--- config.mk ---
export PLATFORM = sky130hd
export DESIGN_NAME = mtns_cell
export DESIGN_NICKNAME = d
export VERILOG_FILES = /design/src/rtl/core/minhash_token_ngram_signature_assert.svh /design/src/rtl/core/mtns_pkg.sv /design/src/rtl/core/mtns_cell.sv
export SDC_FILE = /design/constraint.sdc
export NUM_CORES = 2
export LEC_CHECK = 0
export BUFFER_PORTS_ARGS = -buffer_cell sky130_fd_sc_hd__clkbuf_2
export CORE_ASPECT_RATIO = 0.75
export CORE_MARGIN = 3
export CORE_UTILIZATION = 45
export DETAILED_ROUTE_END_ITERATION = 8
export GPL_ROUTABILITY_DRIVEN = 0
export GPL_TIMING_DRIVEN = 0
export MAX_ROUTING_LAYER = met4
export SYNTH_ARGS = -nofsm -noshare
export SYNTH_HDL_FRONTEND = slang
export SYNTH_SLANG_ARGS = --single-unit
--- constraint.sdc ---
create_clock -name clk -period 10.1 [get_ports clk]
set_clock_uncertainty 0.1 [all_clocks]
set_input_delay 1.01 -clock clk [delete_from_list [all_inputs] [get_ports clk]]
set_output_delay 1.01 -clock clk [all_outputs]
set_load 0.02 [all_outputs]
--- src/rtl/core/minhash_token_ngram_signature_assert.svh ---
// assertion macros used by the minhash signature back end
`ifndef MINHASH_TOKEN_NGRAM_SIGNATURE_ASSERT_SVH
`define MINHASH_TOKEN_NGRAM_SIGNATURE_ASSERT_SVH

// condition implies consequence in the same cycle
`define MTNS_ASSERT_NOW(lbl, cond, cons, msg) \
    lbl: assert property (@(posedge clk) disable iff (!rst_n) (cond) |-> (cons)) \
        else $error(msg);

// condition implies consequence in the next cycle
`define MTNS_ASSERT_NEXT(lbl, cond, cons, msg) \
    lbl: assert property (@(posedge clk) disable iff (!rst_n) (cond) |=> (cons)) \
        else $error(msg);

`endif

--- src/rtl/core/mtns_pkg.sv ---
// package with types, constants and hash helpers for the minhash signature block
`default_nettype none
package mtns_pkg;

    localparam int DEF_HASH_LANES = 64;
    localparam int DEF_MAX_NGRAM  = 8;

    localparam int TOKEN_W   = 32;
    localparam int ENTRY_W   = 6;
    localparam int COUNT_W   = 7;
    localparam int WINDOW_W  = 4;
    localparam int CFG_IDX_W = 2;

    localparam logic [31:0] MUR_C1 = 32'hcc9e2d51;
    localparam logic [31:0] MUR_C2 = 32'h1b873593;
    localparam logic [31:0] MUR_N  = 32'he6546b64;
    localparam logic [31:0] MUR_F1 = 32'h85ebca6b;
    localparam logic [31:0] MUR_F2 = 32'hc2b2ae35;

    typedef enum logic [1:0] {
        REQ_TOKEN   = 2'd0,
        REQ_DOC_END = 2'd1,
        REQ_READ    = 2'd2,
        REQ_CLEAR   = 2'd3
    } req_kind_t;

    typedef enum logic [1:0] {
        CFG_HASH_SEED     = 2'd0,
        CFG_HASH_COUNT    = 2'd1,
        CFG_WINDOW_TOKENS = 2'd2,
        CFG_UNUSED        = 2'd3
    } cfg_index_t;

    typedef enum logic [2:0] {
        ST_IDLE,
        ST_FOLD,
        ST_FIN1,
        ST_FIN2,
        ST_FIN3,
        ST_READ
    } back_state_t;

    typedef struct packed {
        logic init;
        logic fold;
        logic fin1;
        logic fin2;
        logic fin3;
        logic clear;
    } cell_ctrl_t;

    function automatic logic [31:0] rotl15(input logic [31:0] x);
        rotl15 = {x[16:0], x[31:17]};
    endfunction

    function automatic logic [31:0] rotl13(input logic [31:0] x);
        rotl13 = {x[18:0], x[31:19]};
    endfunction

    function automatic logic [31:0] mul32(input logic [31:0] a, input logic [31:0] b);
        logic [63:0] p;
        p = 64'(a) * 64'(b);
        mul32 = p[31:0];
    endfunction

endpackage
`default_nettype wire

--- src/rtl/core/mtns_cell.sv ---
// one hash cell: folds the window, finalizes and keeps the running minimum
`default_nettype none
module mtns_cell #(
    parameter int J = 0
) (
    input  wire logic                         clk,
    input  wire logic                         rst_n,
    input  wire mtns_pkg::cell_ctrl_t         ctrl,
    input  wire logic [31:0]                  k,
    input  wire logic [31:0]                  seed,
    input  wire logic [31:0]                  len,
    input  wire logic [mtns_pkg::COUNT_W-1:0] cnt,
    output logic [31:0]                       sig
);
    import mtns_pkg::*;

    logic [31:0] h_reg;
    logic [31:0] sig_reg;
    logic [31:0] r;
    logic [31:0] x;
    logic [31:0] y;
    logic [31:0] z;
    logic        active;

    assign r      = rotl13(h_reg ^ k);
    assign x      = (h_reg ^ len) ^ ((h_reg ^ len) >> 16);
    assign y      = h_reg ^ (h_reg >> 13);
    assign z      = h_reg ^ (h_reg >> 16);
    assign active = (32'(J) < 32'(cnt));
    assign sig    = sig_reg;

    always_ff @(posedge clk)
    begin
        if (ctrl.init)
            h_reg <= seed + 32'(J);
        else if (ctrl.fold)
            h_reg <= {r[29:0], 2'b00} + r + MUR_N;
        else if (ctrl.fin1)
            h_reg <= mul32(x, MUR_F1);
        else if (ctrl.fin2)
            h_reg <= mul32(y, MUR_F2);
    end

    always_ff @(posedge clk or negedge rst_n)
    begin
        if (!rst_n)
            sig_reg <= '1;
        else if (ctrl.clear)
            sig_reg <= '1;
        else if (ctrl.fin3 && active && (z < sig_reg))
            sig_reg <= z;
    end

endmodule
`default_nettype wire

---- Word level (Yosys, flattened, before mapping) ----
Cells that the tools add are included.
cells by class
  multiply operators ...................... 2
  bitwise operators ....................... 5
  multiplexer cells ....................... 6
  reduce and logical (&&, ||, !) cells .... 4
  $lt $le $gt $ge ......................... 2
  add/subtract/negate cells ............... 2
operator list
  operator                                                    count
  2-to-1 mux 32 bit                                           6
  bitwise XOR 32 x 16 -> 32 bit                               2
  bitwise XOR 32 bit                                          2
  adder 32 bit                                                1
  adder 32 bit (second input constant)                        1
  less-than comparator 32 bit                                 1
  multiplier 32 x 31 -> 32 bit (second input constant)        1
  multiplier 32 x 32 -> 32 bit (second input constant)        1
  bitwise XOR 32 x 19 -> 32 bit                               1
  less-than comparator 1 x 7 -> 1 bit (first input constant)  1
  nonzero test 4 bit                                          1
  logical AND 1 bit                                           2
  nonzero test 2 bit                                          1
storage, ports and cells
  output and inout port bits .............. 32
  register bits after elaboration ......... 64
  word-level logic and storage cells ...... 23
  input bits .............................. 111

---- Longest topological paths before layout ----
  depth in word-level cells ............... 6
  gate-level depth with buffers ........... 28
  gate-level depth less buffers ........... 26

---- Worst setup path after synthesis ----
OpenSTA, ideal clock, no wires.
  kind .................................... input -> register
  start ................................... input port len[28]
  end ..................................... register h_reg[26] (data pin)
  arrival time ............................ 7,727 ps
  data required time ...................... 9,843 ps
  setup slack ............................. 2,116 ps
  setup time .............................. 157 ps
  cell stages on the path ................. 24
  path through ............................ xor2_1 xnor2_1 ha_1 ha_1 fa_1 inv_1 fa_1 inv_1 fa_1 inv_1 fa_1 inv_1 fa_1 fa_1 ha_1 a21o_1 a21o_1 a21oi_1 o21ai_0 a221o_2 o21a_1 o21a_1 or4_1 a32oi_1
between the ends
  longest elaborated chain between the ends .. 6
ends and longest elaborated chain
  what                           line             source
  start, declared                mtns_cell.sv:11  input wire logic [31:0] len,
  bitwise XOR 32 bit             mtns_cell.sv:26  assign x = (h_reg ^ len) ^ ((h_reg ^ len) >> 16);
  bitwise XOR 32 x 16 -> 32 bit  mtns_cell.sv:26
  multiplier 32 x 32 -> 32 bit   mtns_pkg.sv:62   p = 64'(a) * 64'(b);
  2-to-1 mux 32 bit              mtns_cell.sv:38  else if (ctrl.fin1)
  2-to-1 mux 32 bit              mtns_cell.sv:36  else if (ctrl.fold)
  2-to-1 mux 32 bit              mtns_cell.sv:34  if (ctrl.init)
  end signal, assigned           mtns_cell.sv:35  h_reg <= seed + 32'(J);
  end signal, assigned           mtns_cell.sv:37  h_reg <= {r[29:0], 2'b00} + r + MUR_N;
  end signal, assigned           mtns_cell.sv:39  h_reg <= mul32(x, MUR_F1);
  end, declared                  mtns_cell.sv:17  logic [31:0] h_reg;
No other way between the ends.
A chain may end at the register's enable or synchronous reset.

---- Final worst setup path ----
  start ................................... register h_reg[20]
  end ..................................... register h_reg[29] (data pin)
between the ends
  longest elaborated chain between the ends .. 6
  elaborated cells on any way between the ends .. 12
  classes of those cells .................. 2 x add/sub; 2 x mul; 4 x mux; 4 x bitwise
ends and longest elaborated chain
  what                                                                                  line
  bitwise XOR 32 x 19 -> 32 bit / bitwise XOR 32 bit (equally long branches)            mtns_cell.sv:27, mtns_cell.sv:26
  multiplier 32 x 31 -> 32 bit / bitwise XOR 32 x 16 -> 32 bit (equally long branches)  mtns_pkg.sv:62, mtns_cell.sv:26
  2-to-1 mux 32 bit / multiplier 32 x 32 -> 32 bit (equally long branches)              mtns_cell.sv:40, mtns_pkg.sv:62
  2-to-1 mux 32 bit                                                                     mtns_cell.sv:38
  2-to-1 mux 32 bit (*)                                                                 mtns_cell.sv:36
  2-to-1 mux 32 bit (*)                                                                 mtns_cell.sv:34
Every way passes the cells marked *; elsewhere a longest branch is shown, timed or not. The select of a mux whose other input is x is not followed.

==> run_results.csv <==
group,metric,value,unit
global_route,gr-total-overflow,0,
final_layout,final_common_cell,"inv_1",
sta,max_clock_freq,102.5,MHz
worst_setup_path,critPathLaunchType,"flip-flop",
synth,synth_cells,2545,
clocking,cts_tree,"done",
clocking,cts_resized,0,
synth,netlist_area,0.02433,mm2
sta,worst_slew_pin_slew,1321,ps
die,ios,143,
worst_setup_path,slowest_delay,820,ps
worst_setup_path,crit_top_cell,"fa_1",
clocking,cts_setup_buffers,0,
worst_setup_path,reg2reg_slack,340,ps
route,wl_per_cell,23.00,um
sta,final_hold_viol_count,0,
synth,synth_ff_type,"edfxtp_1",
worst_setup_path,reg2reg_to,"h_reg[29]",
synth,seq_area_frac_synth,7.406,%
run_status,status,"finished clean",
die,die_h,207.4,um
synth,syn_avg_cell_area,9.559,um2
route,drtPass1Iterations,5,
clocking,htreeDepth,3,
worst_setup_path,crit_slowest_cell,"clkbuf_1",
clocking,clock-root-buffer,"clkbuf_16",
route,drt_iter0_drc,1645,
synth,ys_warn_count,0,
worst_setup_path,arrival,9740,ps
route,wl,78530,um
global_route,grt_pass1_wl,119700,um
synth,synth_seq_cells,64,
final_layout,fillerInstances,5026,
worst_setup_path,cp-end-kind,"flip-flop",
clocking,cts.path.max_buffers,2,
run,drv_cap,0,
sta,setup-tns-final,0,ps
synth,async_flop_share,50.00,%
final_layout,nNetsFinal,3666,
worst_setup_path,r2r_cells,24,
synth,synth_nets,3514,
route,drc,0,
synth,synthDistinctLibCells,72,
die,start_util,45.68,%
worst_hold_path,hp-class,"flip-flop to flip-flop",
sta,rsz0062_at_grt,"false",
synth,synth-edff-count,32,
route,via_count,18835,
final_layout,mostFrequentLayoutCells,"691 x inv_1, 467 x ha_1, 391 x fa_1",
global_route,antenna_found_initial,1,
clocking,cts.hold.buffers_added,0,
clocking,cts_sinks,64,
sta,slew_headroom,11.66,%
sta,setup_viol,0,
route,avgViaCountPerCell,5.517,
global_route,grt_pass1_vias,19633,
route,ant_nets,0,
worst_setup_path,crit_chain,"clkbuf_1 > xor2_1 > inv_1 > xnor2_1 > inv_1 > fa_1 > inv_1 > fa_1 > inv_1 > fa_1 > ha_1 > fa_1 > fa_1 > fa_1 > fa_1 > ha_1 > nand4_1 > nor2_1 > o211ai_1 > a21boi_0 > nand2_1 > mux2i_1 > o2111ai_1 > o311a_1",
synth,synth_top_area_share,32.18,%
worst_setup_path,critical_path_class,"flip-flop to flip-flop",
final_layout,num_antenna_cells,0,
worst_hold_path,hold_end,"sig[21]",
worst_setup_path,crit_required,10080,ps
global_route,grt_max_degree,33,
die,die_area,0.05692,mm2
die,die_x,274.5,um
worst_setup_path,path_max_fanout,8,
clocking,clock_latency,340,ps
synth,synthTopCellsByArea,"fa_1 32%, ha_1 24%, inv_1 11%, xnor2_1 5.6%, edfxtp_1 4.0%",
worst_setup_path,r2r_start,"h_reg[20]",
placed_design,dpl.hpwl,70020,um
die,rows,73,
clocking,clk_transition_reported_paths,60,ps
global_route,track_usage,29.02,%
worst_hold_path,min-delay-start,"sig[21]",
die,coreArea,0.05325,mm2
sta,layout_min_cycle_time,9760,ps
worst_hold_path,hold_depth,2,
final_layout,drive_gt1_share,8.031,%
clocking,cts_made_buffers,9,
final_layout,areaGrowthSynthToFinish,7.890,%
sta,maxSlewViolCount,0,
placed_design,io_buffers,141,
sta,finalCritPeriodShare,96.63,%
synth,yosys.area.top_type,"fa_1",
metrics by stage:
step           utilization, %  hold WS, ps  std cells  instance area, um2  setup WS, ps
6_report                49.29        486.9       3414               26250         340.0
5_1_grt                 49.29        523.3       3414               26250         117.7
4_1_cts                 49.28        497.1       3414               26240         621.9
3_5_place_dp            48.71        483.6       3398               25940         406.1
3_3_place_gp            48.68        473.6       3398               25920         467.8
2_1_floorplan               -        496.7       2545               24330          2116
worst max path at each step:
| stage | start | slack [ps] | end |
|---|---|---|---|
| 2_1_floorplan | len[28] | 2120 | h_reg[26] |
| 3_3_place_gp | len[16] | 470 | h_reg[26] |
| 3_5_place_dp | len[16] | 410 | h_reg[26] |
| 4_1_cts | h_reg[16] | 620 | h_reg[26] |
| 5_1_grt | h_reg[23] | 120 | h_reg[29] |
| 6_report | h_reg[20] | 340 | h_reg[29] |
metal layers:
metal / track usage, % / vias up / share of wire (%)
li1: - / 8450 / -
met1: 43.18 / 9386 / 45
met2: 39.49 / 909 / 41
met3: 7.719 / 90 / 12
met4: 5.708 / 0 / 2.4
met5: - / - / 0
cell usage after synthesis (3+ instances only):
library cell  count
o41ai_1           3
o21ai_0          92
dfstp_2          32
o21bai_1         10
clkbuf_1         40
a31oi_1          11
a2111oi_0         3
nor2_1           66
nand3_1          16
and3_1           10
or4_1             3
nor2b_1           7
xor2_1          103
mux2i_1          13
edfxtp_1         32
a21oi_1          89
nor3_1           16
xnor2_1         156
buf_1             8
a211o_1           4
a221oi_1          3
o21a_1           18
or3_1             7
or2_2             9
a21o_1           37
nor4_1            4
inv_1           691
o31ai_1           4
o22ai_1          10
a2bb2oi_1         3
nand4_1           7
o2111ai_1         5
ha_1            467
and2_1            7
a221o_1           3
nand2b_1          9
a211oi_1         20
o211ai_1         11
fa_1            391
nand2_1          47
o311ai_0         33
and4_1            3
a22o_1            4
final cells by class:
type / instances / area, um2 / area share, %
flip-flops and latches: 64 / 1802 / 6.865
plain buffers: 50 / 190.2 / 0.7246
repair buffers: 141 / 705.7 / 2.689
clock buffers: 11 / 264.0 / 1.006
inverters: 694 / 2605 / 9.925
well taps: 712 / 890.9 / 3.394
multi-input cells: 1737 / 19750 / 75.26
clock inverters: 5 / 36.28 / 0.1382
cells by family (layout without fill, tap and decap cells):
family                     Yosys count  in the layout  share of synthesized area [%]
AOI/OAI and AO/OA                  385            385                          10.46
xor gates and xnor gates           260            260                          9.392
adders and majority gates          858            858                          56.20
muxes                               15             15                         0.6274
DFF                                 64             64                          7.406
buffers and inverters              744            901                          11.49
and+or+nand+nor                    219            219                          4.428
critical path, delay by kind of cell, from the launching register on:
| kind | cells | cell delay [ps] |
|---|---|---|
| compound gates | 4 | 1040 |
| simple gates | 3 | 680 |
| xor+xnor | 2 | 1150 |
| flops | 1 | 630 |
| mux | 1 | 260 |
| fa+ha+maj | 9 | 4120 |
| buf+inv | 5 | 1490 |
Power is left out: the tool's default activity adds up to more than one toggle a clock period on the data nets, which glitch-free logic cannot reach.
