$ cat config.mk
export PLATFORM = sky130hd
export DESIGN_NAME = mtns_cmd_fifo
export DESIGN_NICKNAME = d
export VERILOG_FILES = /design/src/rtl/core/minhash_token_ngram_signature_assert.svh /design/src/rtl/core/mtns_cmd_fifo.sv
export SDC_FILE = /design/constraint.sdc
export NUM_CORES = 1
export LEC_CHECK = 0
export ABC_AREA = 1
export BUFFER_PORTS_ARGS = -buffer_cell sky130_fd_sc_hd__buf_2
export CELL_PAD_IN_SITES_DETAIL_PLACEMENT = 0
export CELL_PAD_IN_SITES_GLOBAL_PLACEMENT = 1
export CORE_UTILIZATION = 41
export DETAILED_ROUTE_END_ITERATION = 8
export PLACE_DENSITY = 0.82
export SETUP_SLACK_MARGIN = 0.05
export SLEW_MARGIN = 20
export SYNTH_ARGS = -nofsm -noshare
export SYNTH_HDL_FRONTEND = slang
export SYNTH_SLANG_ARGS = --single-unit
$ cat constraint.sdc
create_clock -name clk -period 4.1 [get_ports clk]
set_input_delay 0.41 -clock clk [delete_from_list [all_inputs] [get_ports clk]]
set_output_delay 0.41 -clock clk [all_outputs]
set_load 0.02 [all_outputs]
$ cat src/rtl/core/minhash_token_ngram_signature_assert.svh
// assertion macros used by the minhash signature back end
`ifndef MINHASH_TOKEN_NGRAM_SIGNATURE_ASSERT_SVH
`define MINHASH_TOKEN_NGRAM_SIGNATURE_ASSERT_SVH

// condition implies consequence in the same cycle
`define MTNS_ASSERT_NOW(lbl, cond, cons, msg) \
    lbl: assert property (@(posedge clk) disable iff (!rst_n) (cond) |-> (cons)) \
        else $error(msg);

// condition implies consequence in the next cycle
`define MTNS_ASSERT_NEXT(lbl, cond, cons, msg) \
    lbl: assert property (@(posedge clk) disable iff (!rst_n) (cond) |=> (cons)) \
        else $error(msg);

`endif

$ cat src/rtl/core/mtns_cmd_fifo.sv
// two-entry command queue between front and back
`default_nettype none
module mtns_cmd_fifo #(
    parameter int WIDTH = 8
) (
    input  wire logic             clk,
    input  wire logic             rst_n,
    input  wire logic             push_valid,
    output logic                  push_ready,
    input  wire logic [WIDTH-1:0] push_data,
    output logic                  pop_valid,
    input  wire logic             pop_ready,
    output logic [WIDTH-1:0]      pop_data
);
    logic [WIDTH-1:0] mem_reg [2];
    logic             wr_ptr_reg;
    logic             rd_ptr_reg;
    logic [1:0]       count_reg;
    logic             do_push;
    logic             do_pop;

    assign push_ready = (count_reg != 2'd2);
    assign pop_valid  = (count_reg != 2'd0);
    assign pop_data   = mem_reg[rd_ptr_reg];
    assign do_push    = push_valid && push_ready;
    assign do_pop     = pop_valid && pop_ready;

    always_ff @(posedge clk or negedge rst_n)
    begin
        if (!rst_n)
        begin
            wr_ptr_reg <= 1'b0;
            rd_ptr_reg <= 1'b0;
            count_reg  <= 2'd0;
        end
        else
        begin
            if (do_push)
                wr_ptr_reg <= ~wr_ptr_reg;
            if (do_pop)
                rd_ptr_reg <= ~rd_ptr_reg;
            count_reg <= count_reg + {1'b0, do_push} - {1'b0, do_pop};
        end
    end

    always_ff @(posedge clk)
    begin
        if (do_push)
            mem_reg[wr_ptr_reg] <= push_data;
    end

endmodule
`default_nettype wire

-- Yosys cells after proc, flatten, opt, wreduce, memory -nomap -nowiden
Memories as Yosys holds them, arrays and structs flattened.
Cells that the tools add are included.
- bitwise gates (word level): 2
- multiplexer cells: 2
- magnitude comparators: 0
- shift-type cells: 0
- multiply operators: 0
- equality and inequality tests: 1
- reductions and logical operators: 3
- $add $sub $neg: 2
- div/mod/pow operators: 0
- operator list (kind ; number):
    adder 2 x 1 -> 2 bit ; 1
    logical AND 1 bit ; 2
    two-way mux 1 bit ; 2
    != test 2 bit, second input constant ; 1
    inverter 1 bit ; 2
    nonzero test 2 bit ; 1
    subtractor 2 x 1 -> 2 bit ; 1
- memories kept: 1
- bits in read-only memories: 0
- word-level logic and storage cells: 14
- flip-flop bits (word level): 4
- input port bits: 12
- RAM bits: 16
- bits in latches: 0
- memory list (memory ; words ; width ; read ports ; clocked after Yosys merged registers in ; wr ports ; line ; source):
    mem_reg ; 2 ; 8 ; 1 ; 0 ; 1 ; mtns_cmd_fifo.sv:15 ; logic [WIDTH-1:0] mem_reg [2];

-- Longest topological paths before layout
Gate-level depths: netlist of the first run.
- depth after elaboration: 4
- mapped depth: 10
- mapped depth without buffers: 10

-- Worst setup path before layout of the first run
No wires, ideal clock.
- path type: flip-flop to flip-flop
- start: register count_reg[0]
- end: register count_reg[1]
- slack: 2.719 ns
- data arrival time: 1.265 ns
- stages on the path, launching flop included: 11
- period minus slack after synthesis: 1.381 ns
- data required time: 3.984 ns
- path through: dfrtp_1 -> inv_1 -> nand2_2 -> nand2_2 -> inv_1 -> ha_1 -> inv_1 -> ha_1 -> inv_1 -> nand2_1 -> nand2_1
- elaborated cells between the ends (all ways): 6
- classes of those cells: add/sub: 2; eq/ne: 1; reduce/logical: 3
- RTL lines (element ; line ; source):
    from (decl) ; mtns_cmd_fifo.sv:18 ; logic [1:0] count_reg;
    from (signal assigned) ; mtns_cmd_fifo.sv:42 ; count_reg <= count_reg + {1'b0, do_push} - {1'b0, do_pop};
    nonzero test 2 bit ; mtns_cmd_fifo.sv:23 ; assign pop_valid = (count_reg != 2'd0);
    net pop_valid ; mtns_cmd_fifo.sv:11 ; output logic pop_valid,
    logical AND 1 bit ; mtns_cmd_fifo.sv:26 ; assign do_pop = pop_valid && pop_ready;
    net do_pop ; mtns_cmd_fifo.sv:20 ; logic do_pop;
    subtractor 2 x 1 -> 2 bit ; mtns_cmd_fifo.sv:42 ;
The timed path passes the listed nets, and every way through them passes these cells.
A chain may end at the register's enable or synchronous reset.

-- Final worst setup path of the first run
- start: register rd_ptr_reg
- end: output pop_data[6]
- longest elaborated chain between the ends: 1
- ends and longest elaborated chain (element ; line ; source):
    from (decl) ; mtns_cmd_fifo.sv:17 ; logic rd_ptr_reg;
    from (signal assigned) ; mtns_cmd_fifo.sv:41 ; rd_ptr_reg <= ~rd_ptr_reg;
    memory read (2 x 8 bit) ; - ;
    to (decl) ; mtns_cmd_fifo.sv:13 ; output logic [WIDTH-1:0] pop_data
Every way passes these cells.

==> impl_metrics.env, run 1 <==
export IMPL_path_class="reg2out"
export IMPL_grt_first_pass_wirelength_mm=1.95
export IMPL_grt_max_degree=13
export IMPL_chipHeight_um=46.9
export IMPL_status="completed"
export IMPL_global_route_usage_total_pct=13.7
export IMPL_vias=558
export IMPL_route_antenna_remaining_nets=0
export IMPL_hp_class="in2reg"
export IMPL_max_cap_violations=0
export IMPL_num_io_pins=22
export IMPL_ys_ff_latch=20
export IMPL_clockBufferDepth=2
export IMPL_worstSkewPairLatency_ps=290
export IMPL_die_footprint_um2=2200
export IMPL_largest_reg_flops=16
export IMPL_antenna_cells=0
export IMPL_placedCellCount=118
export IMPL_start_kind="register"
export IMPL_routedWlPerCell_um=10.8
export IMPL_io_buffer_count=21
export IMPL_critical_path_slowest_cell="dfrtp_1"
export IMPL_synthDominantCellAreaShare_pct=58.0
export IMPL_synth_fa_ha_area_share_pct=3.02
export IMPL_tmin_final_ps=1690
export IMPL_design_core_area_um2=1800
export IMPL_die_width_um=46.9
export IMPL_synth_nets=87
export IMPL_post_route_util_pct=56.4
export IMPL_powerDensity_nw_per_um2=749
export IMPL_path_cells="inv_4, nand2_1, nand2_1, buf_2"
export IMPL_ys_warn_count=0
export IMPL_finalWeightedCongestion=0.759
export IMPL_first_pass_iteration_count_of_the_detailed_router=4
export IMPL_clock_sink_count=20
export IMPL_synth_cells=73
export IMPL_crit_path_max_fanout=10
export IMPL_post_synth_top_area_cell="edfxtp_1"
export IMPL_cts_buffers=3
export IMPL_nets=113
export IMPL_synth_distinct_cells=12
export IMPL_report_power_total_uw=761
export IMPL_clockRootBuffer="clkbuf_4"
export IMPL_design_area_um2=1020
export IMPL_fin_ws_ps=2410
export IMPL_number_of_setup_violations_in_the_final_report=0
export IMPL_critPathMostFrequentCell="nand2_1"
export IMPL_slew_headroom_pct=57.9
export IMPL_first_iter_violations=7
export IMPL_clk_pin_slew_worst_paths_ps=110
export IMPL_fmax_mhz=592
export IMPL_synth_top_family_by_area="simple AND/OR/NAND/NOR gates"
export IMPL_final_cell_count_no_fill=123
export IMPL_synth_compound_area_share_pct=0
export IMPL_tritoncts="built"
export IMPL_overflow_left_after_global_routing=0
export IMPL_multiplexer_area_fraction_after_synthesis_pct=0
export IMPL_synth_xor_area_share_pct=0
export IMPL_antenna_found_initial=0
export IMPL_finalClockSkew_ps=4.80
export IMPL_post_synth_instance_area_um2=828
export IMPL_layout_drive_gt1_share_pct=32.7
export IMPL_drc_errors=0
export IMPL_worst_hold_slack_ps=295
export IMPL_postRouteWirelength_mm=1.33
export IMPL_fin_crit_sh_pct=41.2
export IMPL_power_static_leakage_nw=0.491
export IMPL_synth_seq_area_share_pct=70.1
export IMPL_synth_avg_cell_area_um2=11.3
export IMPL_worstSetupEndpointType="primary output"
export IMPL_rsz0062_at_grt="no"
export IMPL_tns_ps=0
export IMPL_cts_repair_resized=0
export IMPL_peakVddDrop_v=0.000376
export IMPL_pre_cts_slack_ps=2600
export IMPL_rows=15
export IMPL_synth_simple_gate_area_share_pct=21.1
export IMPL_tightestPinTransition_ps=629
export IMPL_area_growth_synth_to_final_pct=22.7
export IMPL_clock_tree_htree_level_count=1
export IMPL_worst_ep_arrival_time_ps=1280
export IMPL_via_per_inst=4.54
export IMPL_drv_slew=0
export IMPL_critPathMaxStageDelay_ps=530
export IMPL_placement_cell_area_um2=953
export IMPL_first_global_vias=471
export IMPL_final_hold_violation_count=0
export IMPL_initial_core_util_pct=46.0
export IMPL_synth_top_cells_by_area="edfxtp_1 58%, nand2_1 15%, dfrtp_1 12%"
export IMPL_timing_critical_path_required_ps=3690
critical path, delay by kind of cell, from the launching register on:
| family | cells | cell delay (ps) |
|---|---|---|
| flip-flops | 1 | 530 |
| buffers and inverters | 2 | 330 |
| AND/OR/NAND/NOR | 2 | 130 |
synth_stat cells, drive strengths merged:
| cell type | count |
|---|---|
| nand2 | 37 |
| edfxtp | 16 |
| inv | 9 |
| dfrtp | 4 |
| nand3 | 3 |
| ha | 2 |
| buf | 1 |
| nor2 | 1 |
timing repair:
action	4_1_cts	5_1_grt
hold buffers	1	0
hold endpoints to repair	4	0
setup buffers	0	0
power breakdown:
| group | leakage [nW] | switching, mW | internal, mW | total (mW) |
|---|---|---|---|---|
| logic | 0.266 | 0.195 | 0.0915 | 0.286 |
| clock network | 0.0279 | 0.0574 | 0.0987 | 0.156 |
| registers | 0.197 | 0.0364 | 0.282 | 0.319 |
routing by layer:
metal	vias to the layer above	wire length, µm	global-route usage (%)
li1	282	-	-
met1	257	588	16.4
met2	17	669	23.1
met3	2	63	2.31
met4	0	9	8.57
met5	-	0	0
final cells by class:
type,instances,area (µm²)
clock buffers,3,22.5
clock inverters,1,30.0
fillers,168,786
inverters,9,36.3
multi-input cells,43,200
flip-flops and latches,20,581
well taps,25,31.3
repair buffers,22,115
placed cells by master, fill, tap and decap left out:
cell and n:
nand2_4 1, ha_1 2, inv_2 1, inv_1 7
clkbuf_4 3, inv_4 1, bufinv_16 1, dfrtp_1 4
dlygate4sd3_1 1, buf_2 21, nand3_1 3, edfxtp_1 16
nor2_1 1, nand2_1 32, nand2_2 4
final timing paths:
check / start / to / slack (ps) / depth (start not counted)
min in group asynchronous: rst_n / count_reg[1] / 440 / 2
max in group asynchronous: rst_n / rd_ptr_reg / 3540 / 2
worst max-delay path: rd_ptr_reg / pop_data[6] / 2410 / 4
worst min register to register: wr_ptr_reg / wr_ptr_reg / 510 / 2
worst min-delay path: push_data[4] / mem_reg[0][4] / 290 / 1
worst max register to register: count_reg[1] / mem_reg[1][0] / 2620 / 3
cell families (layout without fill, tap and decap cells):
kind of cell | count (synthesis) | count (layout)
buf+inv | 10 | 35
fa+ha+maj | 2 | 2
flops | 20 | 20
simple gates | 41 | 41
(Power assumes the default switching activity.)
==> inputs of run 2 (changes only) <==
--- a/config.mk
+++ b/config.mk
@@ -9,9 +9,9 @@
 export BUFFER_PORTS_ARGS = -buffer_cell sky130_fd_sc_hd__buf_2
 export CELL_PAD_IN_SITES_DETAIL_PLACEMENT = 0
 export CELL_PAD_IN_SITES_GLOBAL_PLACEMENT = 1
-export CORE_UTILIZATION = 41
+export CORE_UTILIZATION = 38
 export DETAILED_ROUTE_END_ITERATION = 8
-export PLACE_DENSITY = 0.82
+export PLACE_DENSITY = 0.77
 export SETUP_SLACK_MARGIN = 0.05
 export SLEW_MARGIN = 20
 export SYNTH_ARGS = -nofsm -noshare
==> constraint.sdc (replaced) <==
create_clock -name clk -period 1.6 [get_ports clk]
set_input_delay 0.16 -clock clk [delete_from_list [all_inputs] [get_ports clk]]
set_output_delay 0.16 -clock clk [all_outputs]
set_load 0.02 [all_outputs]
==> run 2 against run 1 <==
First-iteration DRC count is 14% higher. Die area rose by 7.6%. Count of clock-buffer cells in the layout grew 1. Sequential cell count is the same. Utilization down 6.0 points. Setup slack worse by 2200 ps. Sequential power rose to 2.6 times the previous value. Combinational power increased to 2.6 times the previous value. Clock skew rose by 2.7 ps. Routed wire length is 6.3% lower. Largest cell class unchanged. Largest power group unchanged. Highest routed layer unchanged.
==> impl_metrics.env, run 2 (same netlist as run 1, synthesis figures left out) <==
export IMPL_first_pass_iteration_count_of_the_detailed_router=3
export IMPL_drc_errors=0
export IMPL_mostFrequentLayoutCell="nand2_1"
export IMPL_clock_sink_count=20
export IMPL_grt_max_degree=12
export IMPL_status="completed"
export IMPL_antenna_found_initial=0
export IMPL_die_footprint_um2=2370
export IMPL_rsz0062_at_grt="no"
export IMPL_fin_ws_ps=221
export IMPL_number_of_setup_violations_in_the_final_report=0
export IMPL_vias=551
export IMPL_first_global_vias=506
export IMPL_post_cts_repair_setup_buffers=0
export IMPL_nets=115
export IMPL_chipHeight_um=48.7
export IMPL_cpLargestDelayFamily="adder cells"
export IMPL_largest_reg_flops=16
export IMPL_io_buffer_count=21
export IMPL_crit_path_max_fanout=3
export IMPL_clockRootBuffer="clkbuf_4"
export IMPL_sw_frac_of_total_pct=39.9
export IMPL_power_frac_comb_pct=41.5
export IMPL_antenna_cells=0
export IMPL_design_core_area_um2=2000
export IMPL_tmin_final_ps=1380
export IMPL_via_per_inst=4.34
export IMPL_grt_first_pass_wirelength_mm=2.15
export IMPL_finalClockSkew_ps=7.50
export IMPL_fmax_mhz=725
export IMPL_max_cap_violations=0
export IMPL_tritoncts="built"
export IMPL_clock_tree_htree_level_count=1
export IMPL_clk_pin_slew_worst_paths_ps=100
export IMPL_critPathMostFrequentCell="inv_1"
export IMPL_power_static_leakage_nw=0.487
export IMPL_postRouteWirelength_mm=1.25
export IMPL_slew_headroom_pct=78.9
export IMPL_peakVddDrop_v=0.000835
export IMPL_pwr_share_seq_pct=45.6
export IMPL_worstSetupEndpointType="register"
export IMPL_worst_ep_arrival_time_ps=1560
export IMPL_drv_slew=0
export IMPL_tns_ps=0
export IMPL_path_cells="inv_1, nand2_2, nand2_2, inv_1, ha_1, inv_1, ha_1, inv_1, nand2_1, nand2_1"
export IMPL_initial_core_util_pct=41.4
export IMPL_routedWlPerCell_um=9.82
export IMPL_die_width_um=48.7
export IMPL_place_hpwl_um=906
export IMPL_final_hold_violation_count=0
export IMPL_worstSkewPairLatency_ps=290
export IMPL_path_class="reg2reg"
export IMPL_critPathMaxStageDelay_ps=390
export IMPL_pre_cts_slack_ps=223
export IMPL_internal_power_mw=1.08
export IMPL_first_iter_violations=8
export IMPL_num_io_pins=22
export IMPL_timing_critical_path_required_ps=1780
export IMPL_layout_drive_gt1_share_pct=34.0
export IMPL_hp_class="in2reg"
export IMPL_power_clock_fraction_pct=13.0
export IMPL_global_route_usage_total_pct=12.7
export IMPL_worst_path_buf_inv=4
export IMPL_cts_buffers=3
export IMPL_filler_cell_count=186
export IMPL_route_antenna_remaining_nets=0
export IMPL_most_common_layout_cells="32 x nand2_1, 21 x buf_2, 16 x edfxtp_1"
export IMPL_rows=16
export IMPL_fin_crit_sh_pct=86.2
export IMPL_critical_path_slowest_cell="dfrtp_1"
export IMPL_powerDensity_nw_per_um2=1770
export IMPL_overflow_left_after_global_routing=0
export IMPL_start_kind="register"
export IMPL_area_growth_synth_to_final_pct=21.8
export IMPL_finalWeightedCongestion=0.709
export IMPL_tightestPinTransition_ps=315
export IMPL_report_power_total_mw=1.79
export IMPL_clockBufferDepth=2
export IMPL_power_net_switching_uw=715
==> run 2: cell count changes in the layout (fill, tap and decap cells not counted) <==
cell,change
dfrtp_2,+1
buf_4,+2
bufinv_16,-1
dfrtp_1,-1
clkbuf_1,+1
==> run 2: routing by layer <==
layer | track usage [%] | vias to the layer above | wire length (µm)
met5 | 0 | - | 0
met4 | 5.88 | 0 | 8
met3 | 5.03 | 2 | 63
met2 | 21.8 | 12 | 612
met1 | 13.5 | 249 | 563
li1 | - | 288 | -
==> run 2: final timing paths <==
path                              start            end  slack, ps  cells past startpoint
min in group asynchronous         rst_n   count_reg[0]        200                      2
hold reg to reg              wr_ptr_reg     wr_ptr_reg        490                      2
setup / recovery           count_reg[0]   count_reg[1]        220                     10
hold / removal             push_data[5]  mem_reg[0][5]         50                      1
setup reg to reg           count_reg[0]   count_reg[1]        220                     10
max in group asynchronous         rst_n     rd_ptr_reg       1270                      2
==> run 2: layout make-up <==
| class | count | area, µm² | share of cell area, % |
|---|---|---|---|
| sequential | 20 | 582 | 57.7 |
| clock buffer | 4 | 26.3 | 2.61 |
| multi-input combinational | 43 | 200 | 19.9 |
| tap | 27 | 33.8 | 3.35 |
| timing repair buffer | 24 | 130 | 12.9 |
| inverter | 9 | 36.3 | 3.60 |
==> run 2: metrics by stage <==
stage | instance area, µm² | util (%) | std cells | hold slack, ps
finish | 1010 | 50.4 | 127 | 51.2
global route | 1010 | 50.4 | 127 | 14.3
global placement | 971 | 48.5 | 122 | -26.1
detailed placement | 971 | 48.5 | 122 | -24.7
CTS | 1010 | 50.3 | 127 | 40.7
floorplan | 828 | - | 73 | -136
==> run 2: what timing repair did <==
action | 4_1_cts | 5_1_grt
setup endpoints to repair | 0 | 3
gates resized for setup | 0 | 1
hold buffers | 1 | 0
hold endpoints to repair | 4 | 0
==> run 2: power groups by stage <==
| stage | Combinational, mW | Sequential, mW | Clock [mW] |
|---|---|---|---|
| global route | 0.842 | 0.834 | 0.274 |
| finish | 0.742 | 0.816 | 0.232 |
| CTS | 0.757 | 0.815 | 0.245 |
| floorplan | 0.576 | 0.778 | 0 |
| detailed placement | 0.754 | 0.826 | 0 |
| global placement | 0.743 | 0.821 | 0 |
