File: src/rtl/core/minhash_token_ngram_signature_assert.svh
// assertion macros used by the minhash signature back end
`ifndef MINHASH_TOKEN_NGRAM_SIGNATURE_ASSERT_SVH
`define MINHASH_TOKEN_NGRAM_SIGNATURE_ASSERT_SVH

// condition implies consequence in the same cycle
`define MTNS_ASSERT_NOW(lbl, cond, cons, msg) \
    lbl: assert property (@(posedge clk) disable iff (!rst_n) (cond) |-> (cons)) \
        else $error(msg);

// condition implies consequence in the next cycle
`define MTNS_ASSERT_NEXT(lbl, cond, cons, msg) \
    lbl: assert property (@(posedge clk) disable iff (!rst_n) (cond) |=> (cons)) \
        else $error(msg);

`endif

File: src/rtl/core/mtns_pkg.sv
// package with types, constants and hash helpers for the minhash signature block
`default_nettype none
package mtns_pkg;

    localparam int DEF_HASH_LANES = 64;
    localparam int DEF_MAX_NGRAM  = 8;

    localparam int TOKEN_W   = 32;
    localparam int ENTRY_W   = 6;
    localparam int COUNT_W   = 7;
    localparam int WINDOW_W  = 4;
    localparam int CFG_IDX_W = 2;

    localparam logic [31:0] MUR_C1 = 32'hcc9e2d51;
    localparam logic [31:0] MUR_C2 = 32'h1b873593;
    localparam logic [31:0] MUR_N  = 32'he6546b64;
    localparam logic [31:0] MUR_F1 = 32'h85ebca6b;
    localparam logic [31:0] MUR_F2 = 32'hc2b2ae35;

    typedef enum logic [1:0] {
        REQ_TOKEN   = 2'd0,
        REQ_DOC_END = 2'd1,
        REQ_READ    = 2'd2,
        REQ_CLEAR   = 2'd3
    } req_kind_t;

    typedef enum logic [1:0] {
        CFG_HASH_SEED     = 2'd0,
        CFG_HASH_COUNT    = 2'd1,
        CFG_WINDOW_TOKENS = 2'd2,
        CFG_UNUSED        = 2'd3
    } cfg_index_t;

    typedef enum logic [2:0] {
        ST_IDLE,
        ST_FOLD,
        ST_FIN1,
        ST_FIN2,
        ST_FIN3,
        ST_READ
    } back_state_t;

    typedef struct packed {
        logic init;
        logic fold;
        logic fin1;
        logic fin2;
        logic fin3;
        logic clear;
    } cell_ctrl_t;

    function automatic logic [31:0] rotl15(input logic [31:0] x);
        rotl15 = {x[16:0], x[31:17]};
    endfunction

    function automatic logic [31:0] rotl13(input logic [31:0] x);
        rotl13 = {x[18:0], x[31:19]};
    endfunction

    function automatic logic [31:0] mul32(input logic [31:0] a, input logic [31:0] b);
        logic [63:0] p;
        p = 64'(a) * 64'(b);
        mul32 = p[31:0];
    endfunction

endpackage
`default_nettype wire

File: src/rtl/core/mtns_if.sv
// request and response channel interfaces
`default_nettype none
interface mtns_req_if;
    logic        valid;
    logic        ready;
    logic [1:0]  req_type;
    logic [31:0] token;
    modport source (output valid, output req_type, output token, input ready);
    modport sink (input valid, input req_type, input token, output ready);
endinterface

`default_nettype wire

File: src/rtl/core/mtns_front.sv
// front end: accepts requests, premixes tokens, keeps the window, issues commands
`default_nettype none
module mtns_front #(
    parameter int MAX_NGRAM = mtns_pkg::DEF_MAX_NGRAM,
    parameter int N_W       = $clog2(MAX_NGRAM + 1),
    parameter int CMD_W     = 2 + N_W + MAX_NGRAM * 32
) (
    input  wire logic                          clk,
    input  wire logic                          rst_n,
    mtns_req_if.sink                           req,
    input  wire logic [mtns_pkg::WINDOW_W-1:0] window_tokens,
    output logic                               cmd_valid,
    input  wire logic                          cmd_ready,
    output logic [CMD_W-1:0]                   cmd_data
);
    import mtns_pkg::*;

    logic        s0_valid_reg;
    req_kind_t   s0_kind_reg;
    logic [31:0] s0_k1_reg;
    logic [31:0] win_reg [MAX_NGRAM];
    logic [31:0] win_next [MAX_NGRAM];
    logic [N_W-1:0] fill_reg;
    logic [N_W-1:0] fill_inc;
    logic [N_W-1:0] n_act;
    logic        is_tok;
    logic        need_push;
    logic        s0_go;
    logic [31:0] kmix;
    logic [MAX_NGRAM*32-1:0] win_flat;

    always_comb
    begin
        if (window_tokens == '0)
            n_act = N_W'(1);
        else if (32'(window_tokens) > MAX_NGRAM)
            n_act = N_W'(MAX_NGRAM);
        else
            n_act = N_W'(window_tokens);
    end

    assign kmix     = mul32(rotl15(s0_k1_reg), MUR_C2);
    assign fill_inc = (fill_reg == N_W'(MAX_NGRAM)) ? fill_reg : fill_reg + 1'b1;

    always_comb
    begin
        unique case (s0_kind_reg) inside
            REQ_TOKEN, REQ_DOC_END: is_tok = 1'b1;
            default:                is_tok = 1'b0;
        endcase
    end

    always_comb
    begin
        for (int i = 0; i < MAX_NGRAM - 1; i++)
            win_next[i] = win_reg[i + 1];
        win_next[MAX_NGRAM - 1] = kmix;
        for (int i = 0; i < MAX_NGRAM; i++)
            win_flat[i*32 +: 32] = win_next[i];
    end

    assign need_push = is_tok ? (fill_inc >= n_act) : 1'b1;
    assign s0_go     = s0_valid_reg && (!need_push || cmd_ready);
    assign req.ready = !s0_valid_reg || s0_go;
    assign cmd_valid = s0_valid_reg && need_push;
    assign cmd_data  = {s0_kind_reg, n_act, win_flat};

    always_ff @(posedge clk or negedge rst_n)
    begin
        if (!rst_n)
        begin
            s0_valid_reg <= 1'b0;
            fill_reg     <= '0;
        end
        else
        begin
            if (req.ready)
                s0_valid_reg <= req.valid;
            if (s0_go && is_tok)
                fill_reg <= (s0_kind_reg == REQ_DOC_END) ? '0 : fill_inc;
        end
    end

    always_ff @(posedge clk)
    begin
        if (req.ready && req.valid)
        begin
            s0_kind_reg <= req_kind_t'(req.req_type);
            s0_k1_reg   <= mul32(req.token, MUR_C1);
        end
        if (s0_go && is_tok)
            win_reg <= win_next;
    end

endmodule
`default_nettype wire

File: src/flat_wrapper.sv
// flat-port wrapper written by rule: the top's interface ports become plain ports
module mtns_front_flat import mtns_pkg::*;
#(
    parameter int MAX_NGRAM = mtns_pkg::DEF_MAX_NGRAM,
    parameter int N_W       = $clog2(MAX_NGRAM + 1),
    parameter int CMD_W     = 2 + N_W + MAX_NGRAM * 32
)
  (clk, rst_n, window_tokens, cmd_valid, cmd_ready, cmd_data, req_valid, req_req_type, req_token, req_ready);
  mtns_req_if req_i ();
  input  wire logic clk;
  input  wire logic rst_n;
  input  wire logic [mtns_pkg::WINDOW_W-1:0] window_tokens;
  output logic cmd_valid;
  input  wire logic cmd_ready;
  output logic [CMD_W-1:0] cmd_data;
  input wire logic [$bits(req_i.valid)-1:0] req_valid;
  input wire logic [$bits(req_i.req_type)-1:0] req_req_type;
  input wire logic [$bits(req_i.token)-1:0] req_token;
  output wire logic [$bits(req_i.ready)-1:0] req_ready;
  assign req_i.valid = req_valid;
  assign req_i.req_type = req_req_type;
  assign req_i.token = req_token;
  assign req_ready = req_i.ready;
  mtns_front #(.MAX_NGRAM(MAX_NGRAM), .N_W(N_W), .CMD_W(CMD_W)) u_core (.clk(clk), .rst_n(rst_n), .req(req_i), .window_tokens(window_tokens), .cmd_valid(cmd_valid), .cmd_ready(cmd_ready), .cmd_data(cmd_data));
endmodule
File: config.mk
export PLATFORM = sky130hd
export DESIGN_NAME = mtns_front_flat
export DESIGN_NICKNAME = d
export VERILOG_FILES = /design/src/rtl/core/minhash_token_ngram_signature_assert.svh /design/src/rtl/core/mtns_pkg.sv /design/src/rtl/core/mtns_if.sv /design/src/rtl/core/mtns_front.sv /design/src/flat_wrapper.sv
export SDC_FILE = /design/constraint.sdc
export NUM_CORES = 1
export LEC_CHECK = 0
export ABC_AREA = 1
export BUFFER_PORTS_ARGS = -buffer_cell sky130_fd_sc_hd__buf_2
export CAP_MARGIN = 20
export CELL_PAD_IN_SITES_DETAIL_PLACEMENT = 1
export CELL_PAD_IN_SITES_GLOBAL_PLACEMENT = 1
export CORE_AREA = 5 5 227 229
export CTS_CLUSTER_SIZE = 40
export DETAILED_ROUTE_END_ITERATION = 6
export DIE_AREA = 0 0 232 234
export PLACE_DENSITY = 0.9
export SETUP_SLACK_MARGIN = 0.02
export SYNTH_ARGS = -nofsm -noshare
export SYNTH_HDL_FRONTEND = slang
export SYNTH_SLANG_ARGS = --single-unit
File: constraint.sdc
create_clock -name clk -period 21.2 [get_ports clk]
set_input_delay 3.18 -clock clk [delete_from_list [all_inputs] [get_ports clk]]
set_output_delay 3.18 -clock clk [all_outputs]
set_load 0.01 [all_outputs]
## Word-level counts from Yosys, hierarchy flattened

Cells that the tools add are included.

- Add/subtract/negate cells: 1
- Multipliers: 2
- Order comparisons: 2
- Equal/unequal tests: 2
- Muxes and demuxes: 6
- Reductions and logical operators: 11

Operators by type and width:

| operator | number |
|---|---|
| $mul A32 B29 Y32 const B | 1 |
| $mul A32 B31 Y32 const B | 1 |
| $mux W4 | 4 |
| $add A4 B1 Y4 const B | 1 |
| $eq A4 B4 Y1 const B | 1 |
| $ge A4 B4 Y1 | 1 |
| $gt A4 B4 Y1 const B | 1 |
| $logic_and A1 B1 Y1 | 4 |
| $logic_not A4 Y1 | 1 |
| $eq A2 B1 Y1 const B | 1 |
| $logic_not A1 Y1 | 2 |
| $logic_not A2 Y1 | 1 |
| $logic_or A1 B1 Y1 | 2 |
| $mux W1 | 2 |
| $reduce_or A2 Y1 | 1 |

- Flip-flop bits (word level): 263
- Input port bits: 42

## Logic depth before layout (Yosys ltp)

Gate-level depths: netlist of the first run.

- Word-level depth: 10
- Depth in mapped cells: 29
- Mapped depth without buffers: 29

## Worst setup path after synthesis of the first run

OpenSTA, ideal clock, no wires.

- Path kind: input to register
- Start point: input window_tokens[1] (netlist name)
- End point: register u_core.fill_reg[0]
- Library setup time: 413 ps
- Data arrival time: 10,322 ps
- Required time: 20,787 ps
- Slack: 10,465 ps
- Cell stages on the path: 12
- Cell sequence: inv_1 > a21oi_1 > nor2_1 > ha_1 > o21ai_0 > a21boi_0 > o21ai_0 > nand2_1 > nand2_1 > nand2_1 > nor2_2 > o21ai_0

- Cells in the longest elaborated chain, start to end: 9
- Elaborated cells between the ends (all ways): 10

Ends and longest elaborated chain:

| element | line | text |
|---|---|---|
| start: declaration | flat_wrapper.sv:12 | `input wire logic [mtns_pkg::WINDOW_W-1:0] window_tokens;` |
| $gt A4 B4 Y1 | mtns_front.sv:36 | `else if (32'(window_tokens) > MAX_NGRAM)` |
| $mux W4 | mtns_front.sv:36 |  |
| $mux W4 * | mtns_front.sv:34 | `if (window_tokens == '0)` |
| via cmd_data[256] | flat_wrapper.sv:15 | `output logic [CMD_W-1:0] cmd_data;` |
| $ge A4 B4 Y1 * | mtns_front.sv:62 | `assign need_push = is_tok ? (fill_inc >= n_act) : 1'b1;` |
| $mux W1 * | mtns_front.sv:62 |  |
| $logic_not A1 Y1 * | mtns_front.sv:63 | `assign s0_go = s0_valid_reg && (!need_push \|\| cmd_ready);` |
| $logic_or A1 B1 Y1 * | mtns_front.sv:63 |  |
| $logic_and A1 B1 Y1 * | mtns_front.sv:63 |  |
| $logic_and A1 B1 Y1 * | mtns_front.sv:79 | `if (s0_go && is_tok)` |
| end signal: assignment | mtns_front.sv:80 | `fill_reg <= (s0_kind_reg == REQ_DOC_END) ? '0 : fill_inc;` |
| end: declaration | mtns_front.sv:23 | `logic [N_W-1:0] fill_reg;` |

The timed path passes the listed nets; every way through them passes the cells marked *.
A chain may end at the register's enable or synchronous reset.

## Final worst setup path of the first run

- Start point: register u_core.s0_k1_reg[23]
- End point: output cmd_data[250]

- Cells in the longest elaborated chain, start to end: 1

Ends and longest elaborated chain:

| element | line | text |
|---|---|---|
| start: declaration | mtns_front.sv:20 | `logic [31:0] s0_k1_reg;` |
| start signal: assignment | mtns_front.sv:89 | `s0_k1_reg <= mul32(req.token, MUR_C1);` |
| $mul A32 B29 Y32 | mtns_pkg.sv:62 | `p = 64'(a) * 64'(b);` |
| end: declaration | flat_wrapper.sv:15 |  |

Every way passes these cells.

==> run metrics, run 1 <==
outcome=completed; CP Class=reg2out; Syn. warnings=0; CP peak stage delay=0.75 ns; Die X=~230 um; Max Clk Rate=0.09427 GHz; Seq cells post-synth=263; syn nets=3066; Routed WL=83250 um; GPL Wtd Cong=0.9667; Core Rows=82; worst reg2reg setup slack=14.35 ns; Final nets=3400; reg2reg path depth=21; Max Cap Viol=0; final worst path period share=0.5004; setup repair bufs after CTS=0; Starting Density=0.5108; I/O pins=about 310; hold path start=u_core.cmd_data[195]; CP bufs+invs=7; DR WL/cell=25.06 um; critical path endpoint category=output pin; number of global-route vias before repair=21200; Final Setup Violations=0; Synth cell types=42; worst-path maximum fanout=11; routed vias=approximately 18000; Residual DRC=0; Worst Max-Slew Pin Slew=approximately 1.2 ns; crit path launch type=flip-flop; violation count after the first detailed-route iteration=973; Clk pin slew, worst setup/hold paths=0.07 ns; Synth Area per Inst=11.00 um^2; Rel. slew slack=0.1907; largest net degree at the start of global routing=205; Die ar.=54290 um^2; global-route wire length before repair=about 130000 um; worst hold stages=0; overall routing resource usage=0.3028; Hold EP=u_core.cmd_data[163]; vias per cell=about 5.5; final hold violations=0; final slew viol count=0; CTS tree=yes; Die H=234 um; RSZ-0062 raised after global routing=false; TritonCTS Sinks=approximately 260; CTS Buf Count=27; drt first pass iters=5; post-DP HPWL=69740 um; cells after synthesis=2297; initial antenna violation count=0; htree depth=1; post-CTS sizing=0; area grow syn2layout=12.90%; diode count=0; CTS hold repair buffers=0; Worst EP required=18.02 ns; grt ovf=0; input/output buffers=slightly above 300; Max clock buf depth=3; fin crit period=10.61 ns; Critical Path, Cell by Cell=ha_1 > fa_1 > ha_1 > inv_1 > fa_1 > inv_1 > fa_1 > inv_1 > fa_1 > inv_1 > fa_1 > inv_1 > fa_1 > inv_1 > ha_1 > a21oi_1 > o21ai_0 > a21oi_1 > nand3_1 > a21oi_1 > xnor2_1 > buf_2; FF-to-FF Start=u_core.s0_k1_reg[23]; EDFF count, synth=258; post-synthesis sequential area ratio=0.3117; CP max-delay cell=edfxtp_1; clk_skew=0.01688 ns; main flop type after synthesis=edfxtp_1; Root Driver=clkbuf_16; Hold Path Class=reg2reg; Setup TNS=0 ns; Core ar.=between 40000 and 50000 um^2; Mapped Area=between 20000 and 30000 um^2; Worst R2R End=u_core.cmd_data[218]; CP Data Arrival Time=7.43 ns; Antenna Nets Post-Route=0; cell family with most CP delay=adder cells; worst-skew pair later-pin latency=around 0.57 ns; max reg flops=~220; fraction of registers with async set/reset=0.01901; fraction of layout cells with a size suffix above 1=0.1404
==> cells by family (layout without fill, tap and decap cells) <==
group / count (synthesis) / in the layout / synth area share
AO/OA/AOI/OAI: 136 / 136 / 0.03116
XOR/XNOR: 94 / 94 / 0.03289
adder cells (fa/ha/maj): 727 / 727 / 0.4561
buffers and inverters: 660 / 1013 / 0.09823
flip-flops: 263 / 263 / 0.3117
AND/OR/NAND/NOR: 417 / 417 / 0.06994
==> per-layer routing <==
metal  track usage  wire, um
met1        0.3196     28610
met2        0.5768     44290
met3       0.04456      4788
met4        0.1684      5549
met5             0         0
==> metrics by stage <==
step           area, um^2  utilization  hold WS (ns)  setup WS, ns  cells
2_1_floorplan       25260            -        0.4990         10.47   2297
3_3_place_gp        27650       0.5591        0.4255         11.51   3274
3_5_place_dp        27650       0.5591        0.4302         11.39   3274
4_1_cts             28520       0.5767        0.4453         10.72   3322
5_1_grt             28520       0.5767        0.4446         10.35   3322
6_report            28520       0.5767        0.4402         10.59   3322
==> worst reg2reg max path, cell delays in order, from the launching register on <==
cell and delay (ns):
edfxtp_1 0.75, ha_1 0.37, fa_1 0.41, ha_1 0.30, inv_1 0.06, fa_1 0.47
inv_1 0.06, fa_1 0.51, inv_1 0.06, fa_1 0.53, inv_1 0.05, fa_1 0.47
inv_1 0.05, fa_1 0.48, inv_1 0.05, ha_1 0.35, a21oi_1 0.26, o21ai_0 0.24
a21oi_1 0.39, nand3_1 0.36, a21oi_1 0.29, xnor2_1 0.11
==> area by class of cell <==
| type | count | area [um^2] |
|---|---|---|
| clock buffers | 30 | 686.9 |
| well taps | 672 | 840.8 |
| repair buffers | 307 | 1554 |
| flip-flops and latches | 263 | 7873 |
| inverters | 658 | 2470 |
| multi-input cells | 1374 | 14910 |
| clock inverters | 18 | 183.9 |
| fillers | 5440 | 20930 |
==> synth_stat cells (5+ instances only) <==
master | instances | area, um^2
o21ai_0 | 31 | 155.2
edfxtp_1 | 258 | 7747
xor2_1 | 59 | 516.8
nor3_1 | 12 | 60.06
dfrtp_1 | 5 | 125.1
nand2_1 | 253 | 949.7
o21bai_1 | 16 | 120.1
inv_1 | 656 | 2462
xnor2_1 | 34 | 297.8
a21oi_1 | 61 | 305.3
or2_2 | 5 | 31.28
nand4_1 | 8 | 50.05
nand3_1 | 53 | 265.3
ha_1 | 404 | 5055
nand3b_1 | 11 | 82.58
nor2_1 | 62 | 232.7
fa_1 | 323 | 6466
==> worst max path at each step <==
stage | startpoint | end | slack, ns | cells after the start
after floorplan | window_tokens[1] | u_core.fill_reg[0] | 10.47 | 12
after global routing | u_core.s0_k1_reg[26] | cmd_data[247] | 10.35 | 19
final | u_core.s0_k1_reg[23] | cmd_data[250] | 10.59 | 22
after detailed placement | u_core.s0_k1_reg[23] | cmd_data[248] | 11.39 | 23
after CTS | u_core.s0_k1_reg[23] | cmd_data[248] | 10.72 | 23
after global placement | u_core.s0_k1_reg[26] | cmd_data[248] | 11.51 | 20
==> cells in the final DEF, fill, tap and decap left out, drive strengths merged, types with 8 or more instances in the layout <==
cell type  instances
inv              661
ha               404
fa               323
buf              307
edfxtp           258
nand2            257
nor2              64
a21oi             64
xor2              60
nand3             54
o21ai             36
xnor2             34
clkbuf            30
o21bai            17
nor3              13
nand3b            11
clkinv            10
nand4              8
Power of run 1 is left out: the tool's default activity adds up to more than one toggle a clock period on the data nets, which glitch-free logic cannot reach.
==> run 2, diff against run 1 <==
CORE_AREA = 5 5 236 238   (was 5 5 227 229)
DIE_AREA = 0 0 241 243   (was 0 0 232 234)
PLACE_DENSITY = 0.85   (was 0.9)
clock period = 10.8 ns   (was 21.2 ns; I/O delays follow)
==> run 2 against run 1 <==
  * Clock skew decreased by 0.0025 ns
  * Sequential share of layout area decreased by 0.12 points
  * Global-route usage decreased by 4.0 points
  * Setup slack got worse by 8.7 ns
  * Flip-flop and latch count unchanged
  * Die area increased by 7.9%
  * Critical path depth decreased by 1
  * Final cell count increased by 0.81%
  * Largest cell class unchanged
==> run metrics, run 2 (synthesis results as in run 1) <==
diode count=0 (unchanged); Antenna Nets Post-Route=0 (unchanged); final worst path period share=0.8212; Clk pin slew, worst setup/hold paths=0.06 ns (about the same); DR WL/cell=23.30 um (-7.0%); initial antenna violation count=0 (unchanged); CP peak stage delay=0.79 ns (+0.04 ns); worst-skew pair later-pin latency=0.56 ns (about the same); GPL Wtd Cong=0.9487 (-1.9%); overall routing resource usage=0.2626 (-0.04015); CP max-delay cell=ha_1; crit path launch type=flip-flop; fraction of layout cells with a size suffix above 1=0.1413 (+0.0009721); Core Rows=85 (+3.7%); Max Clk Rate=about 0.11 GHz; Final Setup Violations=0 (unchanged); Die H=243 um (+3.8%); violation count after the first detailed-route iteration=741 (-24%); max reg flops=224 (unchanged); setup ws final=1.931 ns (-8.661 ns); Routed WL=78030 um (-6.3%); Final nets=3401 (+0.029%); Starting Density=0.4731 (-0.03766); Die X=241 um (+3.9%); Die ar.=58560 um^2 (+7.9%); TritonCTS Sinks=263 (unchanged); multi-input logic area=14910 um^2 (unchanged); Setup TNS=0 ns (unchanged); Max Cap Viol=0 (unchanged); global-route wire length before repair=118700 um (-5.3%); Setup WS pre-CTS=2.498 ns (-8.887 ns); critical path endpoint category=output pin; CTS tree=yes; Register Area=7873 um^2 (unchanged); worst-path maximum fanout=11 (unchanged); post-CTS sizing=0 (unchanged); final slew viol count=0 (unchanged); largest net degree at the start of global routing=205 (unchanged); Max clock buf depth=3 (unchanged); fill count=5887 (+8.2%); Core ar.=53390 um^2 (+8.0%); setup repair bufs after CTS=0 (unchanged); Critical Path, Cell by Cell=ha_1 > ha_1 > inv_1 > fa_1 > inv_1 > fa_1 > fa_1 > fa_1 > fa_1 > inv_1 > fa_1 > inv_1 > ha_1 > nand2_1 > nor2_1 > inv_1 > o211ai_1 > a21oi_1 > nand2_1 > xor2_1 > buf_2; post-DP HPWL=68230 um (-2.2%); CP Class=reg2out; area grow syn2layout=13.39%; outcome=completed; drt first pass iters=5 (unchanged); final hold violations=0 (unchanged); CTS Buf Count=28 (+3.7%); Rel. slew slack=0.2380 (+0.04731); Residual DRC=0 (unchanged); grt ovf=0 (unchanged); commonest non-fill, non-tap cell in the layout=inv_1; vias per cell=5.198 (-4.9%); number of global-route vias before repair=20350 (-4.0%); clk_skew=0.01440 ns (-0.002488 ns); I/O pins=306 (unchanged); Worst Max-Slew Pin Slew=1.143 ns (-0.07096 ns); most used cell, CP=fa_1; htree depth=1 (unchanged); Hold Path Class=reg2reg; fin crit period=between 8 and 9 ns; RSZ-0062 raised after global routing=false; Root Driver=clkbuf_16; input/output buffers=305 (unchanged); CTS hold repair buffers=0 (unchanged); CP Data Arrival Time=7.25 ns (-0.18 ns); routed vias=17410 (-4.1%); most frequent cells in the layout=inv_1, ha_1, fa_1, buf_2, edfxtp_1; Worst EP required=9.18 ns (-8.84 ns)
==> run 2: cell count changes in the layout (fill, tap and decap cells not counted), sizes merged <==
| cell | before | now |
|---|---|---|
| bufinv | 2 | 4 |
| clkinv | 10 | 12 |
| clkbuf | 30 | 31 |
| clkinvlp | 3 | 2 |
| inv | 661 | 660 |
==> run 2: metal layers <==
metal	global-route usage	wire (um)	vias up	share of wire
met5	0	0	-	0
li1	-	-	7861	-
met2	0.5154	43070	466	0.55
met1	0.2927	28680	8932	0.37
met4	0.08729	2965	0	0.038
met3	0.02497	3314	150	0.042
==> run 2: critical path, delay by kind of cell (launching register included) <==
family | cells | cell delay, ns
simple gates | 3 | 0.41
flops | 1 | 0.70
fa+ha+maj | 9 | 4.33
buf+inv | 6 | 0.56
xor+xnor | 1 | 0.28
compound gates | 2 | 0.39
==> run 2: metrics by stage <==
step           area [um^2]  instances  hold slack [ns]  utilization
5_1_grt              28640       3349           0.4534       0.5365
3_5_place_dp         27680       3298           0.4271       0.5184
2_1_floorplan        25260       2297           0.4990            -
3_3_place_gp         27680       3298           0.4261       0.5184
6_report             28640       3349           0.4460       0.5365
4_1_cts              28640       3349           0.4424       0.5365
==> run 2: worst paths after layout <==
path / start / to / slack, ns / cells past startpoint
min in group asynchronous: rst_n / u_core.fill_reg[2] / 0.88 / 1
max: u_core.s0_k1_reg[17] / cmd_data[253] / 1.93 / 21
min reg2reg: u_core.cmd_data[161] / u_core.cmd_data[129] / 0.45 / 0
min: u_core.cmd_data[161] / u_core.cmd_data[129] / 0.45 / 0
max reg2reg: u_core.s0_k1_reg[17] / u_core.cmd_data[221] / 4.13 / 20
max in group asynchronous: rst_n / u_core.fill_reg[1] / 9.76 / 1
==> run 2: layout make-up <==
| class | count | share of cell area |
|---|---|---|
| Multi-Input combinational cell | 1374 | 0.5206 |
| Sequential cell | 263 | 0.2749 |
| Inverter | 658 | 0.08623 |
| Timing Repair Buffer | 307 | 0.05426 |
| Tap cell | 696 | 0.03040 |
| Clock buffer | 31 | 0.02486 |
| Clock inverter | 20 | 0.008781 |
Power of run 2 is left out for the same reason.
